File: src/hw/rtl/lts_pkg.sv
package lts_pkg;

    // Results one source beat can cause at most.
    localparam int MAX_RES = 3;
    localparam int CNT_W   = $clog2(MAX_RES + 1);

    // Character codes the scanner keys on.
    localparam logic [7:0] CH_LF         = 8'h0A;
    localparam logic [7:0] CH_CR         = 8'h0D;
    localparam logic [7:0] CH_TAB        = 8'h09;
    localparam logic [7:0] CH_SPACE      = 8'h20;
    localparam logic [7:0] CH_SLASH      = 8'h2F;
    localparam logic [7:0] CH_STAR       = 8'h2A;
    localparam logic [7:0] CH_POINT      = 8'h2E;
    localparam logic [7:0] CH_UNDERSCORE = 8'h5F;

    // Token kinds as they appear on the result channel.
    typedef enum logic [2:0] {
        KIND_END     = 3'd0,
        KIND_NEWLINE = 3'd1,
        KIND_BLANK   = 3'd2,
        KIND_COMMENT = 3'd3,
        KIND_IDENT   = 3'd4,
        KIND_NUMBER  = 3'd5,
        KIND_SYMBOL  = 3'd6,
        KIND_INVALID = 3'd7
    } kind_t;

    // Scanner modes: which token is open, or which byte is held for lookahead.
    typedef enum logic [3:0] {
        MODE_IDLE      = 4'd0,
        MODE_NEWLINE   = 4'd1,
        MODE_BLANK     = 4'd2,
        MODE_LINECOM   = 4'd3,
        MODE_BLOCK     = 4'd4,
        MODE_BLOCKSTAR = 4'd5,
        MODE_IDENT     = 4'd6,
        MODE_NUMBER    = 4'd7,
        MODE_SLASH     = 4'd8,
        MODE_POINT     = 4'd9
    } mode_t;

    function automatic logic is_newline(input logic [7:0] b);
        return (b == CH_LF) || (b == CH_CR);
    endfunction

    function automatic logic is_blank(input logic [7:0] b);
        return (b == CH_SPACE) || (b == CH_TAB);
    endfunction

    function automatic logic is_digit(input logic [7:0] b);
        return (b >= 8'h30) && (b <= 8'h39);
    endfunction

    function automatic logic is_alpha(input logic [7:0] b);
        return ((b >= 8'h41) && (b <= 8'h5A)) || ((b >= 8'h61) && (b <= 8'h7A));
    endfunction

    function automatic logic is_punct(input logic [7:0] b);
        return ((b >= 8'h21) && (b <= 8'h2F)) || ((b >= 8'h3A) && (b <= 8'h40)) ||
               ((b >= 8'h5B) && (b <= 8'h60)) || ((b >= 8'h7B) && (b <= 8'h7E));
    endfunction

endpackage

File: src/hw/rtl/lts_scan_core.sv
module lts_scan_core #(
    parameter int LINE_BITS   = 20,
    parameter int COLUMN_BITS = 16,
    parameter int LENGTH_BITS = 16,
    localparam int REC_W      = 3 + 2 * LINE_BITS + 2 * COLUMN_BITS + LENGTH_BITS + 8 + 1
) (
    input  logic                          aclk,
    input  logic                          aresetn,
    input  logic                          step,
    input  logic [7:0]                    source_byte,
    input  logic                          end_of_text,
    output logic [REC_W-1:0]              res_data [lts_pkg::MAX_RES],
    output logic [lts_pkg::CNT_W-1:0]     res_count
);

    localparam int CW = REC_W - 1;

    localparam logic [7:0] CH_SLASH_B = lts_pkg::CH_SLASH;
    localparam logic [7:0] CH_POINT_B = lts_pkg::CH_POINT;

    // Scanner state.
    lts_pkg::mode_t           mode_reg, mode_next;
    logic [LINE_BITS-1:0]     line_reg, line_next;
    logic [COLUMN_BITS-1:0]   col_reg, col_next;
    logic [LINE_BITS-1:0]     open_line_reg, open_line_next;
    logic [COLUMN_BITS-1:0]   open_col_reg, open_col_next;
    logic [LENGTH_BITS-1:0]   open_len_reg, open_len_next;
    logic                     point_seen_reg, point_seen_next;
    logic [LINE_BITS-1:0]     held_line_reg, held_line_next;
    logic [COLUMN_BITS-1:0]   held_col_reg, held_col_next;

    // Candidate records in emission order: flushed token, held point, new byte or end.
    logic [CW-1:0]            cand [lts_pkg::MAX_RES];
    logic                     cand_v [lts_pkg::MAX_RES];

    logic [COLUMN_BITS-1:0]   pos_col;
    logic [COLUMN_BITS-1:0]   pos_col_after;
    logic [LENGTH_BITS-1:0]   len_plus1;
    logic [LENGTH_BITS-1:0]   len_plus2;
    logic                     do_start;

    function automatic logic [LINE_BITS-1:0] line_inc(input logic [LINE_BITS-1:0] v);
        logic [LINE_BITS:0] s;
        s = {1'b0, v} + (LINE_BITS + 1)'(1);
        return s[LINE_BITS] ? {LINE_BITS{1'b1}} : s[LINE_BITS-1:0];
    endfunction

    function automatic logic [COLUMN_BITS-1:0] col_inc(input logic [COLUMN_BITS-1:0] v);
        logic [COLUMN_BITS:0] s;
        s = {1'b0, v} + (COLUMN_BITS + 1)'(1);
        return s[COLUMN_BITS] ? {COLUMN_BITS{1'b1}} : s[COLUMN_BITS-1:0];
    endfunction

    function automatic logic [LENGTH_BITS-1:0] len_add(input logic [LENGTH_BITS-1:0] v,
                                                       input logic [1:0] k);
        logic [LENGTH_BITS:0] s;
        s = {1'b0, v} + (LENGTH_BITS + 1)'(k);
        return s[LENGTH_BITS] ? {LENGTH_BITS{1'b1}} : s[LENGTH_BITS-1:0];
    endfunction

    function automatic logic [CW-1:0] pack(input lts_pkg::kind_t k,
                                           input logic [LINE_BITS-1:0] sl,
                                           input logic [COLUMN_BITS-1:0] sc,
                                           input logic [LINE_BITS-1:0] el,
                                           input logic [COLUMN_BITS-1:0] ec,
                                           input logic [LENGTH_BITS-1:0] len,
                                           input logic [7:0] sym);
        return {k, sl, sc, el, ec, len, sym};
    endfunction

    assign pos_col       = col_inc(col_reg);
    assign pos_col_after = col_inc(pos_col);
    assign len_plus1     = len_add(open_len_reg, 2'd1);
    assign len_plus2     = len_add(open_len_reg, 2'd2);

    // Next state and candidate records for the beat in the input register.
    always_comb begin
        mode_next       = mode_reg;
        line_next       = line_reg;
        col_next        = col_reg;
        open_line_next  = open_line_reg;
        open_col_next   = open_col_reg;
        open_len_next   = open_len_reg;
        point_seen_next = point_seen_reg;
        held_line_next  = held_line_reg;
        held_col_next   = held_col_reg;
        do_start        = 1'b0;
        for (int i = 0; i < lts_pkg::MAX_RES; i++) begin
            cand[i]   = '0;
            cand_v[i] = 1'b0;
        end

        if (end_of_text) begin
            // Close whatever is open, then the end token at the end position.
            unique case (mode_reg)
                lts_pkg::MODE_NEWLINE: begin
                    cand[0]   = pack(lts_pkg::KIND_NEWLINE, open_line_reg, open_col_reg,
                                     line_reg, pos_col, open_len_reg, 8'h00);
                    cand_v[0] = 1'b1;
                end
                lts_pkg::MODE_BLANK: begin
                    cand[0]   = pack(lts_pkg::KIND_BLANK, open_line_reg, open_col_reg,
                                     line_reg, pos_col, open_len_reg, 8'h00);
                    cand_v[0] = 1'b1;
                end
                lts_pkg::MODE_LINECOM, lts_pkg::MODE_BLOCK, lts_pkg::MODE_BLOCKSTAR: begin
                    cand[0]   = pack(lts_pkg::KIND_COMMENT, open_line_reg, open_col_reg,
                                     line_reg, pos_col, open_len_reg, 8'h00);
                    cand_v[0] = 1'b1;
                end
                lts_pkg::MODE_IDENT: begin
                    cand[0]   = pack(lts_pkg::KIND_IDENT, open_line_reg, open_col_reg,
                                     line_reg, pos_col, open_len_reg, 8'h00);
                    cand_v[0] = 1'b1;
                end
                lts_pkg::MODE_NUMBER: begin
                    cand[0]   = pack(lts_pkg::KIND_NUMBER, open_line_reg, open_col_reg,
                                     line_reg, pos_col, open_len_reg, 8'h00);
                    cand_v[0] = 1'b1;
                end
                lts_pkg::MODE_SLASH: begin
                    cand[0]   = pack(lts_pkg::KIND_SYMBOL, held_line_reg, held_col_reg,
                                     held_line_reg, held_col_reg, LENGTH_BITS'(1), CH_SLASH_B);
                    cand_v[0] = 1'b1;
                end
                lts_pkg::MODE_POINT: begin
                    cand[0]   = pack(lts_pkg::KIND_NUMBER, open_line_reg, open_col_reg,
                                     held_line_reg, held_col_reg, open_len_reg, 8'h00);
                    cand_v[0] = 1'b1;
                    cand[1]   = pack(lts_pkg::KIND_SYMBOL, held_line_reg, held_col_reg,
                                     held_line_reg, held_col_reg, LENGTH_BITS'(1), CH_POINT_B);
                    cand_v[1] = 1'b1;
                end
                default: begin
                end
            endcase
            cand[2]   = pack(lts_pkg::KIND_END, line_reg, pos_col, line_reg, pos_col,
                             '0, 8'h00);
            cand_v[2] = 1'b1;

            // The text is over: back to the reset state.
            mode_next       = lts_pkg::MODE_IDLE;
            line_next       = LINE_BITS'(1);
            col_next        = '0;
            open_line_next  = LINE_BITS'(1);
            open_col_next   = '0;
            open_len_next   = '0;
            point_seen_next = 1'b0;
            held_line_next  = LINE_BITS'(1);
            held_col_next   = '0;
        end else begin
            // Position bookkeeping for the new byte.
            col_next = pos_col;
            if (lts_pkg::is_newline(source_byte)) begin
                line_next = line_inc(line_reg);
                col_next  = '0;
            end

            unique case (mode_reg)
                lts_pkg::MODE_NEWLINE: begin
                    if (lts_pkg::is_newline(source_byte)) begin
                        open_len_next = len_plus1;
                    end else begin
                        cand[0]   = pack(lts_pkg::KIND_NEWLINE, open_line_reg, open_col_reg,
                                         line_reg, pos_col, open_len_reg, 8'h00);
                        cand_v[0] = 1'b1;
                        do_start  = 1'b1;
                    end
                end
                lts_pkg::MODE_BLANK: begin
                    if (lts_pkg::is_blank(source_byte)) begin
                        open_len_next = len_plus1;
                    end else begin
                        cand[0]   = pack(lts_pkg::KIND_BLANK, open_line_reg, open_col_reg,
                                         line_reg, pos_col, open_len_reg, 8'h00);
                        cand_v[0] = 1'b1;
                        do_start  = 1'b1;
                    end
                end
                lts_pkg::MODE_LINECOM: begin
                    if (lts_pkg::is_newline(source_byte)) begin
                        cand[0]   = pack(lts_pkg::KIND_COMMENT, open_line_reg, open_col_reg,
                                         line_reg, pos_col, open_len_reg, 8'h00);
                        cand_v[0] = 1'b1;
                        do_start  = 1'b1;
                    end else begin
                        open_len_next = len_plus1;
                    end
                end
                lts_pkg::MODE_BLOCK: begin
                    open_len_next = len_plus1;
                    if (source_byte == lts_pkg::CH_STAR) begin
                        mode_next = lts_pkg::MODE_BLOCKSTAR;
                    end
                end
                lts_pkg::MODE_BLOCKSTAR: begin
                    open_len_next = len_plus1;
                    if (source_byte == lts_pkg::CH_SLASH) begin
                        // The closer ends the comment; its end is the next byte's place.
                        cand[0]   = pack(lts_pkg::KIND_COMMENT, open_line_reg, open_col_reg,
                                         line_reg, pos_col_after, len_plus1, 8'h00);
                        cand_v[0] = 1'b1;
                        mode_next = lts_pkg::MODE_IDLE;
                    end else if (source_byte != lts_pkg::CH_STAR) begin
                        mode_next = lts_pkg::MODE_BLOCK;
                    end
                end
                lts_pkg::MODE_IDENT: begin
                    if (lts_pkg::is_alpha(source_byte) || lts_pkg::is_digit(source_byte) ||
                        (source_byte == lts_pkg::CH_UNDERSCORE)) begin
                        open_len_next = len_plus1;
                    end else begin
                        cand[0]   = pack(lts_pkg::KIND_IDENT, open_line_reg, open_col_reg,
                                         line_reg, pos_col, open_len_reg, 8'h00);
                        cand_v[0] = 1'b1;
                        do_start  = 1'b1;
                    end
                end
                lts_pkg::MODE_NUMBER: begin
                    if (lts_pkg::is_digit(source_byte)) begin
                        open_len_next = len_plus1;
                    end else if ((source_byte == lts_pkg::CH_POINT) && !point_seen_reg) begin
                        mode_next      = lts_pkg::MODE_POINT;
                        held_line_next = line_reg;
                        held_col_next  = pos_col;
                    end else begin
                        cand[0]   = pack(lts_pkg::KIND_NUMBER, open_line_reg, open_col_reg,
                                         line_reg, pos_col, open_len_reg, 8'h00);
                        cand_v[0] = 1'b1;
                        do_start  = 1'b1;
                    end
                end
                lts_pkg::MODE_POINT: begin
                    if (lts_pkg::is_digit(source_byte)) begin
                        open_len_next   = len_plus2;
                        point_seen_next = 1'b1;
                        mode_next       = lts_pkg::MODE_NUMBER;
                    end else begin
                        // The number stops before the point, which becomes a symbol.
                        cand[0]   = pack(lts_pkg::KIND_NUMBER, open_line_reg, open_col_reg,
                                         held_line_reg, held_col_reg, open_len_reg, 8'h00);
                        cand_v[0] = 1'b1;
                        cand[1]   = pack(lts_pkg::KIND_SYMBOL, held_line_reg, held_col_reg,
                                         held_line_reg, held_col_reg, LENGTH_BITS'(1),
                                         CH_POINT_B);
                        cand_v[1] = 1'b1;
                        do_start  = 1'b1;
                    end
                end
                lts_pkg::MODE_SLASH: begin
                    if (source_byte == lts_pkg::CH_SLASH) begin
                        mode_next      = lts_pkg::MODE_LINECOM;
                        open_line_next = held_line_reg;
                        open_col_next  = held_col_reg;
                        open_len_next  = LENGTH_BITS'(2);
                    end else if (source_byte == lts_pkg::CH_STAR) begin
                        mode_next      = lts_pkg::MODE_BLOCK;
                        open_line_next = held_line_reg;
                        open_col_next  = held_col_reg;
                        open_len_next  = LENGTH_BITS'(2);
                    end else begin
                        // A lone slash is a symbol at its own position.
                        cand[0]   = pack(lts_pkg::KIND_SYMBOL, held_line_reg, held_col_reg,
                                         held_line_reg, held_col_reg, LENGTH_BITS'(1),
                                         CH_SLASH_B);
                        cand_v[0] = 1'b1;
                        do_start  = 1'b1;
                    end
                end
                default: begin
                    do_start = 1'b1;
                end
            endcase

            // A byte no open token takes starts a new one or is a one-byte record.
            if (do_start) begin
                mode_next = lts_pkg::MODE_IDLE;
                if (lts_pkg::is_newline(source_byte)) begin
                    mode_next      = lts_pkg::MODE_NEWLINE;
                    open_line_next = line_reg;
                    open_col_next  = pos_col;
                    open_len_next  = LENGTH_BITS'(1);
                end else if (lts_pkg::is_blank(source_byte)) begin
                    mode_next      = lts_pkg::MODE_BLANK;
                    open_line_next = line_reg;
                    open_col_next  = pos_col;
                    open_len_next  = LENGTH_BITS'(1);
                end else if (source_byte == lts_pkg::CH_SLASH) begin
                    mode_next      = lts_pkg::MODE_SLASH;
                    held_line_next = line_reg;
                    held_col_next  = pos_col;
                end else if (lts_pkg::is_alpha(source_byte) ||
                             (source_byte == lts_pkg::CH_UNDERSCORE)) begin
                    mode_next      = lts_pkg::MODE_IDENT;
                    open_line_next = line_reg;
                    open_col_next  = pos_col;
                    open_len_next  = LENGTH_BITS'(1);
                end else if (lts_pkg::is_digit(source_byte)) begin
                    mode_next       = lts_pkg::MODE_NUMBER;
                    open_line_next  = line_reg;
                    open_col_next   = pos_col;
                    open_len_next   = LENGTH_BITS'(1);
                    point_seen_next = 1'b0;
                end else if (lts_pkg::is_punct(source_byte)) begin
                    cand[2]   = pack(lts_pkg::KIND_SYMBOL, line_reg, pos_col, line_reg,
                                     pos_col, LENGTH_BITS'(1), source_byte);
                    cand_v[2] = 1'b1;
                end else begin
                    cand[2]   = pack(lts_pkg::KIND_INVALID, line_reg, pos_col, line_reg,
                                     pos_col, LENGTH_BITS'(1), source_byte);
                    cand_v[2] = 1'b1;
                end
            end
        end
    end

    // Pack the valid candidates to the front and flag the final one.
    always_comb begin
        logic [lts_pkg::CNT_W-1:0] cnt;
        logic [CW-1:0]             slot [lts_pkg::MAX_RES];
        cnt = '0;
        for (int i = 0; i < lts_pkg::MAX_RES; i++) begin
            slot[i] = '0;
        end
        for (int i = 0; i < lts_pkg::MAX_RES; i++) begin
            if (cand_v[i]) begin
                slot[cnt[1:0]] = cand[i];
                cnt            = cnt + lts_pkg::CNT_W'(1);
            end
        end
        for (int j = 0; j < lts_pkg::MAX_RES; j++) begin
            res_data[j] = {slot[j], (lts_pkg::CNT_W'(j) == (cnt - lts_pkg::CNT_W'(1)))};
        end
        res_count = cnt;
    end

    // State register.
    always_ff @(posedge aclk) begin
        if (!aresetn) begin
            mode_reg       <= lts_pkg::MODE_IDLE;
            line_reg       <= LINE_BITS'(1);
            col_reg        <= '0;
            open_line_reg  <= LINE_BITS'(1);
            open_col_reg   <= '0;
            open_len_reg   <= '0;
            point_seen_reg <= 1'b0;
            held_line_reg  <= LINE_BITS'(1);
            held_col_reg   <= '0;
        end else if (step) begin
            mode_reg       <= mode_next;
            line_reg       <= line_next;
            col_reg        <= col_next;
            open_line_reg  <= open_line_next;
            open_col_reg   <= open_col_next;
            open_len_reg   <= open_len_next;
            point_seen_reg <= point_seen_next;
            held_line_reg  <= held_line_next;
            held_col_reg   <= held_col_next;
        end
    end

endmodule

File: src/hw/rtl/lts_out_buf.sv
module lts_out_buf #(
    parameter int DATA_W = 8
) (
    input  logic                          aclk,
    input  logic                          aresetn,
    input  logic [DATA_W-1:0]             load_data [lts_pkg::MAX_RES],
    input  logic [lts_pkg::CNT_W-1:0]     load_count,
    input  logic                          load_en,
    output logic                          can_load,
    output logic                          out_valid,
    input  logic                          out_ready,
    output logic [DATA_W-1:0]             out_data
);

    // Result slots; slot 0 is presented, the rest shift down as beats leave.
    logic [DATA_W-1:0]         slot_reg [lts_pkg::MAX_RES];
    logic [lts_pkg::CNT_W-1:0] cnt_reg;
    logic                      pop;

    assign out_valid = (cnt_reg != '0);
    assign out_data  = slot_reg[0];
    assign pop       = out_valid && out_ready;

    // A new set of results may enter once the buffer empties in this cycle.
    assign can_load = (cnt_reg == '0) || ((cnt_reg == lts_pkg::CNT_W'(1)) && out_ready);

    // Occupancy.
    always_ff @(posedge aclk) begin
        if (!aresetn) begin
            cnt_reg <= '0;
        end else if (load_en) begin
            cnt_reg <= load_count;
        end else if (pop) begin
            cnt_reg <= cnt_reg - lts_pkg::CNT_W'(1);
        end
    end

    // Slot contents.
    always_ff @(posedge aclk) begin
        if (load_en) begin
            for (int i = 0; i < lts_pkg::MAX_RES; i++) begin
                slot_reg[i] <= load_data[i];
            end
        end else if (pop) begin
            for (int i = 0; i < lts_pkg::MAX_RES - 1; i++) begin
                slot_reg[i] <= slot_reg[i + 1];
            end
        end
    end

endmodule

File: src/hw/rtl/source_lexer_token_scanner.sv
// Channel  | Direction | Ports                                            | Beat
// ---------+-----------+--------------------------------------------------+--------------------
// source   | in        | s_valid, s_ready, s_source_byte, s_end_of_text   | one byte or end mark
// tokens   | out       | m_valid, m_ready, m_token_kind .. m_last_of_run  | one token record
//
// A source beat is registered, then scanned combinationally; its zero to three records
// appear on the token channel from the next cycle on, one per cycle while m_ready is high.
// Sustained rate is one source beat per cycle while m_ready is high and each beat
// yields at most one record; a beat with more holds the scanner until they drain.
// Reset (aresetn low at a clock edge) returns to line 1, column 0 with nothing held.
// m_ready low stalls results; one source beat is still taken while a result waits.
module source_lexer_token_scanner #(
    parameter int LINE_BITS   = 20,
    parameter int COLUMN_BITS = 16,
    parameter int LENGTH_BITS = 16
) (
    input  logic                   aclk,
    input  logic                   aresetn,
    input  logic                   s_valid,
    output logic                   s_ready,
    input  logic [7:0]             s_source_byte,
    input  logic                   s_end_of_text,
    output logic                   m_valid,
    input  logic                   m_ready,
    output logic [2:0]             m_token_kind,
    output logic [LINE_BITS-1:0]   m_start_line,
    output logic [COLUMN_BITS-1:0] m_start_column,
    output logic [LINE_BITS-1:0]   m_end_line,
    output logic [COLUMN_BITS-1:0] m_end_column,
    output logic [LENGTH_BITS-1:0] m_token_length,
    output logic [7:0]             m_symbol_byte,
    output logic                   m_last_of_run
);

    localparam int REC_W = 3 + 2 * LINE_BITS + 2 * COLUMN_BITS + LENGTH_BITS + 8 + 1;

    logic                      in_valid_reg;
    logic [7:0]                in_byte_reg;
    logic                      in_eot_reg;
    logic                      step;
    logic                      can_load;
    logic [REC_W-1:0]          res_data [lts_pkg::MAX_RES];
    logic [lts_pkg::CNT_W-1:0] res_count;
    logic [REC_W-1:0]          out_rec;

    // The held beat is scanned when the result buffer can take its records.
    assign step    = in_valid_reg && can_load;
    assign s_ready = !in_valid_reg || step;

    // Input register.
    always_ff @(posedge aclk) begin
        if (!aresetn) begin
            in_valid_reg <= 1'b0;
        end else if (s_ready) begin
            in_valid_reg <= s_valid;
        end
    end

    always_ff @(posedge aclk) begin
        if (s_valid && s_ready) begin
            in_byte_reg <= s_source_byte;
            in_eot_reg  <= s_end_of_text;
        end
    end

    lts_scan_core #(
        .LINE_BITS   (LINE_BITS),
        .COLUMN_BITS (COLUMN_BITS),
        .LENGTH_BITS (LENGTH_BITS)
    ) u_core (
        .aclk        (aclk),
        .aresetn     (aresetn),
        .step        (step),
        .source_byte (in_byte_reg),
        .end_of_text (in_eot_reg),
        .res_data    (res_data),
        .res_count   (res_count)
    );

    lts_out_buf #(
        .DATA_W (REC_W)
    ) u_out (
        .aclk       (aclk),
        .aresetn    (aresetn),
        .load_data  (res_data),
        .load_count (res_count),
        .load_en    (step),
        .can_load   (can_load),
        .out_valid  (m_valid),
        .out_ready  (m_ready),
        .out_data   (out_rec)
    );

    // Unpack the presented record.
    assign {m_token_kind, m_start_line, m_start_column, m_end_line, m_end_column,
            m_token_length, m_symbol_byte, m_last_of_run} = out_rec;

endmodule
File: config.mk
export PLATFORM = sky130hd
export DESIGN_NAME = source_lexer_token_scanner
export DESIGN_NICKNAME = d
export VERILOG_FILES = /design/src/hw/rtl/lts_pkg.sv /design/src/hw/rtl/lts_scan_core.sv /design/src/hw/rtl/lts_out_buf.sv /design/src/hw/rtl/source_lexer_token_scanner.sv
export SDC_FILE = /design/constraint.sdc
export NUM_CORES = 1
export LEC_CHECK = 0
export BUFFER_PORTS_ARGS = -buffer_cell sky130_fd_sc_hd__buf_4
export CELL_PAD_IN_SITES_DETAIL_PLACEMENT = 0
export CELL_PAD_IN_SITES_GLOBAL_PLACEMENT = 2
export CORE_UTILIZATION = 30
export CTS_CLUSTER_DIAMETER = 150
export DETAILED_ROUTE_END_ITERATION = 7
export PLACE_DENSITY_LB_ADDON = 0.12
export SLEW_MARGIN = 25
export SYNTH_ARGS = -nofsm -noshare
export SYNTH_HDL_FRONTEND = slang
export SYNTH_SLANG_ARGS = --single-unit
File: constraint.sdc
create_clock -name aclk -period 11.8 [get_ports aclk]
set_clock_uncertainty 0.05 [all_clocks]
set_input_delay 0.59 -clock aclk [delete_from_list [all_inputs] [get_ports aclk]]
set_output_delay 0.59 -clock aclk [all_outputs]
set_load 0.1 [all_outputs]
==> qor.yml, run 1 <==
globalRouteTotalUtil_pct: 23.1
numPlacedInstances: 2942
synth-main-ff-cell: "edfxtp_1"
worstHoldPathType: "input pin to register"
cts_buffer_depth: 3
maxCapViolCount: 0
final_critical_path_setup_slack_ns: 6.36
synth-async-reset-ratio_pct: 0
flow.area_growth_from_synthesis_pct: 11.4
end_kind: "register"
holdPathStages: 1
cts_post_setup_buffers_inserted: 0
detailroute.via_count: 17500
r2r_slack_ns: 6.36
timing_hold_violations_final: 0
sequentialPowerShare_pct: 34.5
p_per_area_nw_per_um2: 210
syn-mean-instance-area_um2: 8.95
htreeDepth: 2
fraction_of_final_layout_cells_with_drive_strength_greater_than_1_pct: 13.5
cts-root-buf: "clkbuf_16"
syn_area_um2: 19900
first_pass_grt_wire_length_um: 117000
detailedRoute.firstPassIterationCount: 5
post-dp-hpwl_um: 50000
globalplace.congestion: 0.834
setup-tns-final_ns: 0
power.share.switching_pct: 42.7
synth-edff-count: 203
rsz0062_at_grt: "no"
die_h_um: 260
max_clock_freq_mhz: 184
io_pins: 115
insertedDiodeCount: 0
cts_buffers: 42
synth.yosys.seq_area_share_pct: 43.9
placement.io_buffers: 114
critPathMaxStageDelay_ns: 0.65
run_status: "completed"
path_max_fanout: 27
fp.coreArea_um2: 65700
drt-wirelength-per-cell_um: 26.1
route.antenna.remaining_nets: 0
synth-seq-cells: 335
antenna_found_initial: 1
flip_flop_count_of_the_largest_register_after_layout: 194
setup_violations: 0
static-leakage-power_nw: 7.45
hold_buffers: 0
detailedRoute.firstIterationViolations: 1766
worst_skew_pair.late_latency_ns: 0.59
design_power_total_mw: 4.66
netlist_instances: 2222
power.ir.vdd_worst_uv: 214
timing.setup.critical_path_class: "register to register"
cts.repair.resized: 0
cp_slowest_cell: "edfxtp_1"
detailedPlace.worstSlack_ns: 6.26
start_util_pct: 30.3
cp_cell_sequence: "or3b_1 > a211oi_2 > buf_4 > mux2i_2 > nand3_1 > o21a_1 > inv_2 > ha_1 > nand2_1 > nor3_1 > a21o_1 > buf_4 > nor2_4 > a21oi_1 > a21oi_1"
timing.slew.headroom_pct: 31.5
yosys.cell_types.count: 107
worst_margin_slew_ns: 1.02
power_frac_comb_pct: 34.7
rr_startpoint: "in_byte_reg[0]"
cts.sinks: 335
synth.net_count: 2245
final-max-slew-violation-count: 0
net_count_final: 2146
clock_tree_from_tritoncts: "built"
rr_worst_depth: 15
min_to: "in_byte_reg[3]"
final_critical_delay_including_setup_and_external_delays_ns: 5.44
timing.critical_path.arrival_ns: 5.71
die_w_um: 260
fin_crit_sh_pct: 46.1
critPathRequiredTime_ns: 12.06
number_of_global_route_vias_before_repair: 16900
clock_power_share_pct: 30.8
grt_remaining_overflow: 0
post-route-drc-count: 0
routed_wirelength_um: 78700
p_sw_mw: 1.99
worst_path_dominant_cell_family: "simple AND/OR/NAND/NOR gates"
ys.warnings.count: 0
worst_setup_hold_path_clk_slew_ns: 0.06
row_count: 94
grt_max_degree: 94
die_area_um2: 67400
hp-start: "s_source_byte[3]"
via_to_cell_ratio: 5.78
timing.critical_path.from_type: "register"
reg2reg_to: "u_out.slot_reg[0][1]"
cell_internal_pwr_mw: 2.67
layout.cells.non_filler: 3020
crit_buf_inv: 3
==> area by class of cell <==
class	instances	area, um2
Clock inverter	27	393
Clock buffer	50	1120
Multi-Input combinational cell	1555	9490
Timing Repair Buffer	158	1210
Inverter	31	124
Tap cell	864	1080
Sequential cell	335	8740
Fill cell	6763	43600
==> Yosys cell counts (6+ instances only) <==
master	instances	share of area (%)
nand2_1	242	4.6
mux2i_1	39	2.0
nand4_1	35	1.1
a21boi_1	11	0.42
nor3_1	46	1.2
a221o_1	19	0.96
buf_2	56	1.4
a32o_1	12	0.60
buf_4	105	4.0
o211ai_1	20	0.75
and3_1	61	1.9
o31ai_1	12	0.45
dfxtp_1	132	13
nor2_1	171	3.2
and2_1	16	0.50
xor2_1	10	0.44
o21a_1	11	0.42
nand2b_1	11	0.35
a22oi_1	60	2.3
nand3b_1	7	0.26
a221oi_1	25	1.1
a211oi_1	11	0.42
o21ai_0	138	3.5
xnor2_1	13	0.57
o22ai_1	15	0.47
a21boi_0	11	0.42
a31oi_1	35	1.1
a21o_1	6	0.23
inv_1	27	0.51
a222oi_1	6	0.30
o21bai_1	16	0.60
or3_1	9	0.28
nand3_1	107	2.7
o21ai_1	39	0.98
edfxtp_1	203	31
a22o_1	63	2.8
nor2b_1	33	1.0
clkbuf_1	124	2.3
nor4_1	15	0.47
ha_1	10	0.63
a21oi_1	106	2.7
buf_1	11	0.21
==> how the worst max path moves through the flow <==
| stage | slack, ns | depth (start not counted) | startpoint | to |
|---|---|---|---|---|
| 6_report | 6.36 | 15 | in_byte_reg[0] | u_out.slot_reg[0][1] |
| 5_1_grt | 6.07 | 15 | in_byte_reg[0] | u_out.slot_reg[0][2] |
| 4_1_cts | 6.25 | 15 | in_byte_reg[2] | u_out.slot_reg[0][2] |
| 3_5_place_dp | 6.26 | 15 | in_byte_reg[2] | u_out.slot_reg[0][2] |
| 3_3_place_gp | 6.45 | 15 | in_byte_reg[2] | u_out.slot_reg[0][6] |
| 2_1_floorplan | 7.28 | 7 | u_out.cnt_reg[0] | u_out.cnt_reg[1] |
==> routing by layer <==
layer  wire length [um]  share of wire [%]  vias to the layer above  GRT usage (%)
met1              37700                 48                     8779           33.9
met3               4470                5.7                       69           2.99
met4               1190                1.5                        0           4.61
met5                  0                  0                        -              0
met2              35300                 45                      596           35.9
li1                   -                  -                     8009              -
==> placed cells by master (no fill, tap or decap), drive strengths merged, types with 40 or more instances in the layout <==
master and count:
nand2 244, edfxtp 203, o21ai 177, nor2 174
buf 158, dfxtp 132, nand3 111, a21oi 109
a22o 63, a22oi 62, and3 61, clkbuf 50
nor3 47, mux2i 40
==> cells by family after synthesis <==
kind of cell | count (synthesis) | share of synthesized area [%]
xor gates and xnor gates | 23 | 1.01
DFF | 335 | 43.9
and+or+nand+nor | 795 | 19.5
buffers and inverters | 332 | 8.79
muxes | 45 | 2.31
AOI/OAI and AO/OA | 682 | 23.8
adders and majority gates | 10 | 0.629
==> power by group through the flow <==
stage	logic, mW	clock network [mW]	registers (mW)
final	1.62	1.44	1.60
after CTS	1.63	1.47	1.61
after global routing	1.68	1.51	1.62
after global placement	1.62	0	1.63
after detailed placement	1.63	0	1.63
after floorplan	1.35	0	1.60
==> metrics by stage <==
stage               hold slack [ns]  util, %  instance area (um2)
floorplan                     0.389        -                19900
global placement              0.398     31.3                20600
finish                        0.140     33.7                22200
CTS                           0.110     33.7                22100
global route                  0.116     33.7                22200
detailed placement            0.408     31.3                20600
(Power assumes the default switching activity.)
==> run 2, diff against run 1 <==
clock period = 5.33 ns   (was 11.8 ns; I/O delays follow)
==> run 2 against run 1 <==
Sequential power is 120% higher. Worst hold slack lost 0.080 ns. Cell area is 1.3% higher. Global-route usage grew 0.64 points. First-iteration DRC count shrank 15%. Utilization up 0.45 points. Flip-flop and latch count unchanged. Sequential share of layout area shrank 0.51 points. Combinational power increased by 120%.
==> qor.yml, run 2 (synthesized netlist as in run 1, its figures left out) <==
final-max-slew-violation-count: 0
p_per_area_nw_per_um2: 454
detailedRoute.firstIterationViolations: 1494
power.ir.vdd_worst_uv: 333
timing_hold_violations_final: 0
routed_wirelength_um: 80900
setup-tns-final_ns: 0
final_critical_delay_including_setup_and_external_delays_ns: 4.92
first_pass_grt_wire_length_um: 120000
globalplace.congestion: 0.871
most-common-layout-cells: "nand2_1 (240), edfxtp_1 (203), buf_4 (188)"
critPathRequiredTime_ns: 5.61
max_clock_freq_mhz: 203
rr_startpoint: "u_core.col_reg[0]"
post-dp-hpwl_um: 52800
worst_skew_pair.late_latency_ns: 0.59
die_w_um: 260
worst_setup_hold_path_clk_slew_ns: 0.06
io_pins: 115
min_to: "in_valid_reg"
design_power_total_mw: 10.2
antenna_found_initial: 0
fin_crit_sh_pct: 92.3
placement.io_buffers: 114
static-leakage-power_nw: 7.64
number_of_global_route_vias_before_repair: 17300
setup_violations: 0
fraction_of_final_layout_cells_with_drive_strength_greater_than_1_pct: 14.4
post-route-drc-count: 0
grt_remaining_overflow: 0
timing.slew.headroom_pct: 27.6
start_util_pct: 30.3
net_count_final: 2191
worstHoldPathType: "input pin to register"
hp-start: "m_ready"
maxCapViolCount: 0
most_frequent_standard_cell_in_the_layout_excluding_fill_and_tap_cells: "nand2_1"
insertedDiodeCount: 0
reg2reg_to: "u_out.slot_reg[0][37]"
end_kind: "register"
timing.setup.critical_path_class: "register to register"
rr_worst_depth: 14
fp.coreArea_um2: 65700
drt-wirelength-per-cell_um: 26.4
cts.sinks: 335
die_area_um2: 67400
via_to_cell_ratio: 5.78
holdPathStages: 4
timing.critical_path.arrival_ns: 5.21
run_status: "completed"
r2r_slack_ns: 0.41
cts_buffers: 44
cts-root-buf: "clkbuf_16"
cts_buffer_depth: 3
flow.area_growth_from_synthesis_pct: 12.8
row_count: 94
clock_tree_from_tritoncts: "built"
path_max_fanout: 10
htreeDepth: 2
die_h_um: 260
detailedRoute.firstPassIterationCount: 6
globalRouteTotalUtil_pct: 23.7
timing.critical_path.from_type: "register"
worst_margin_slew_ns: 1.09
flip_flop_count_of_the_largest_register_after_layout: 194
detailroute.via_count: 17700
grt_max_degree: 93
route.antenna.remaining_nets: 0
rsz0062_at_grt: "no"
run 2: cell types whose count changed in the layout (fill, tap and decap cells not counted), sizes merged, moves of 3 or more:
| cell | previous run | this run |
|---|---|---|
| buf | 158 | 191 |
| bufinv | 9 | 4 |
| clkbuf | 50 | 63 |
| clkinvlp | 4 | 1 |
| dlygate4sd3 | 0 | 10 |
run 2: layout make-up:
cell class / instances / area, um2
well taps: 864 / 1080
flip-flops and latches: 335 / 8740
multi-input cells: 1555 / 9480
clock inverters: 17 / 220
repair buffers: 201 / 1570
fillers: 6680 / 43300
clock buffers: 63 / 1230
inverters: 31 / 121
run 2: repair_timing:
item | 4_1_cts | 5_1_grt
setup buffers | 0 | 0
setup endpoints to repair | 0 | 0
hold endpoints to repair | 10 | 0
gates resized for setup | 0 | 0
hold buffers | 10 | 0
run 2: per-layer routing:
| metal | global-route usage, % | wire (um) | up-vias |
|---|---|---|---|
| met3 | 3.38 | 4720 | 108 |
| met4 | 6.42 | 1860 | 0 |
| li1 | - | - | 8111 |
| met5 | 0 | 0 | - |
| met2 | 37.6 | 36800 | 627 |
| met1 | 33.5 | 37600 | 8873 |
run 2: per-stage QoR:
step	util (%)	hold WS (ns)	setup slack, ns	instance area (um2)	cells
2_1_floorplan	-	0.315	0.813	19900	2222
3_3_place_gp	31.8	0.396	0.427	20900	2976
3_5_place_dp	31.8	0.396	0.492	20900	2976
4_1_cts	34.1	0.0369	0.472	22400	3066
5_1_grt	34.1	0.0857	0.153	22400	3066
6_report	34.1	0.0597	0.408	22400	3066
run 2: worst max path at each step:
stage | start | end | slack, ns | depth (start not counted)
3_3_place_gp | u_core.col_reg[0] | u_out.slot_reg[0][37] | 0.43 | 14
5_1_grt | u_core.col_reg[0] | u_out.slot_reg[0][37] | 0.15 | 14
4_1_cts | u_core.col_reg[0] | u_out.slot_reg[0][37] | 0.47 | 14
2_1_floorplan | u_out.cnt_reg[0] | u_out.cnt_reg[1] | 0.81 | 7
6_report | u_core.col_reg[0] | u_out.slot_reg[0][37] | 0.41 | 14
3_5_place_dp | u_core.col_reg[0] | u_out.slot_reg[0][37] | 0.49 | 14
run 2: critical path: stages (launching register included):
cell	delay [ns]
dfxtp_1	0.49
ha_1	0.40
nand3_1	0.35
or4_1	0.64
and2_1	0.27
inv_1	0.18
ha_1	0.23
inv_1	0.10
a211oi_1	0.23
a22o_1	0.26
nand4_1	0.45
buf_4	0.34
a311o_1	0.28
a311oi_1	0.31
nor3_1	0.08
run 2: report_power, final:
part           internal [mW]  switching [mW]
Sequential              3.36           0.209
Combinational          0.640            2.95
Clock                   1.81            1.24
Total                   5.80            4.40
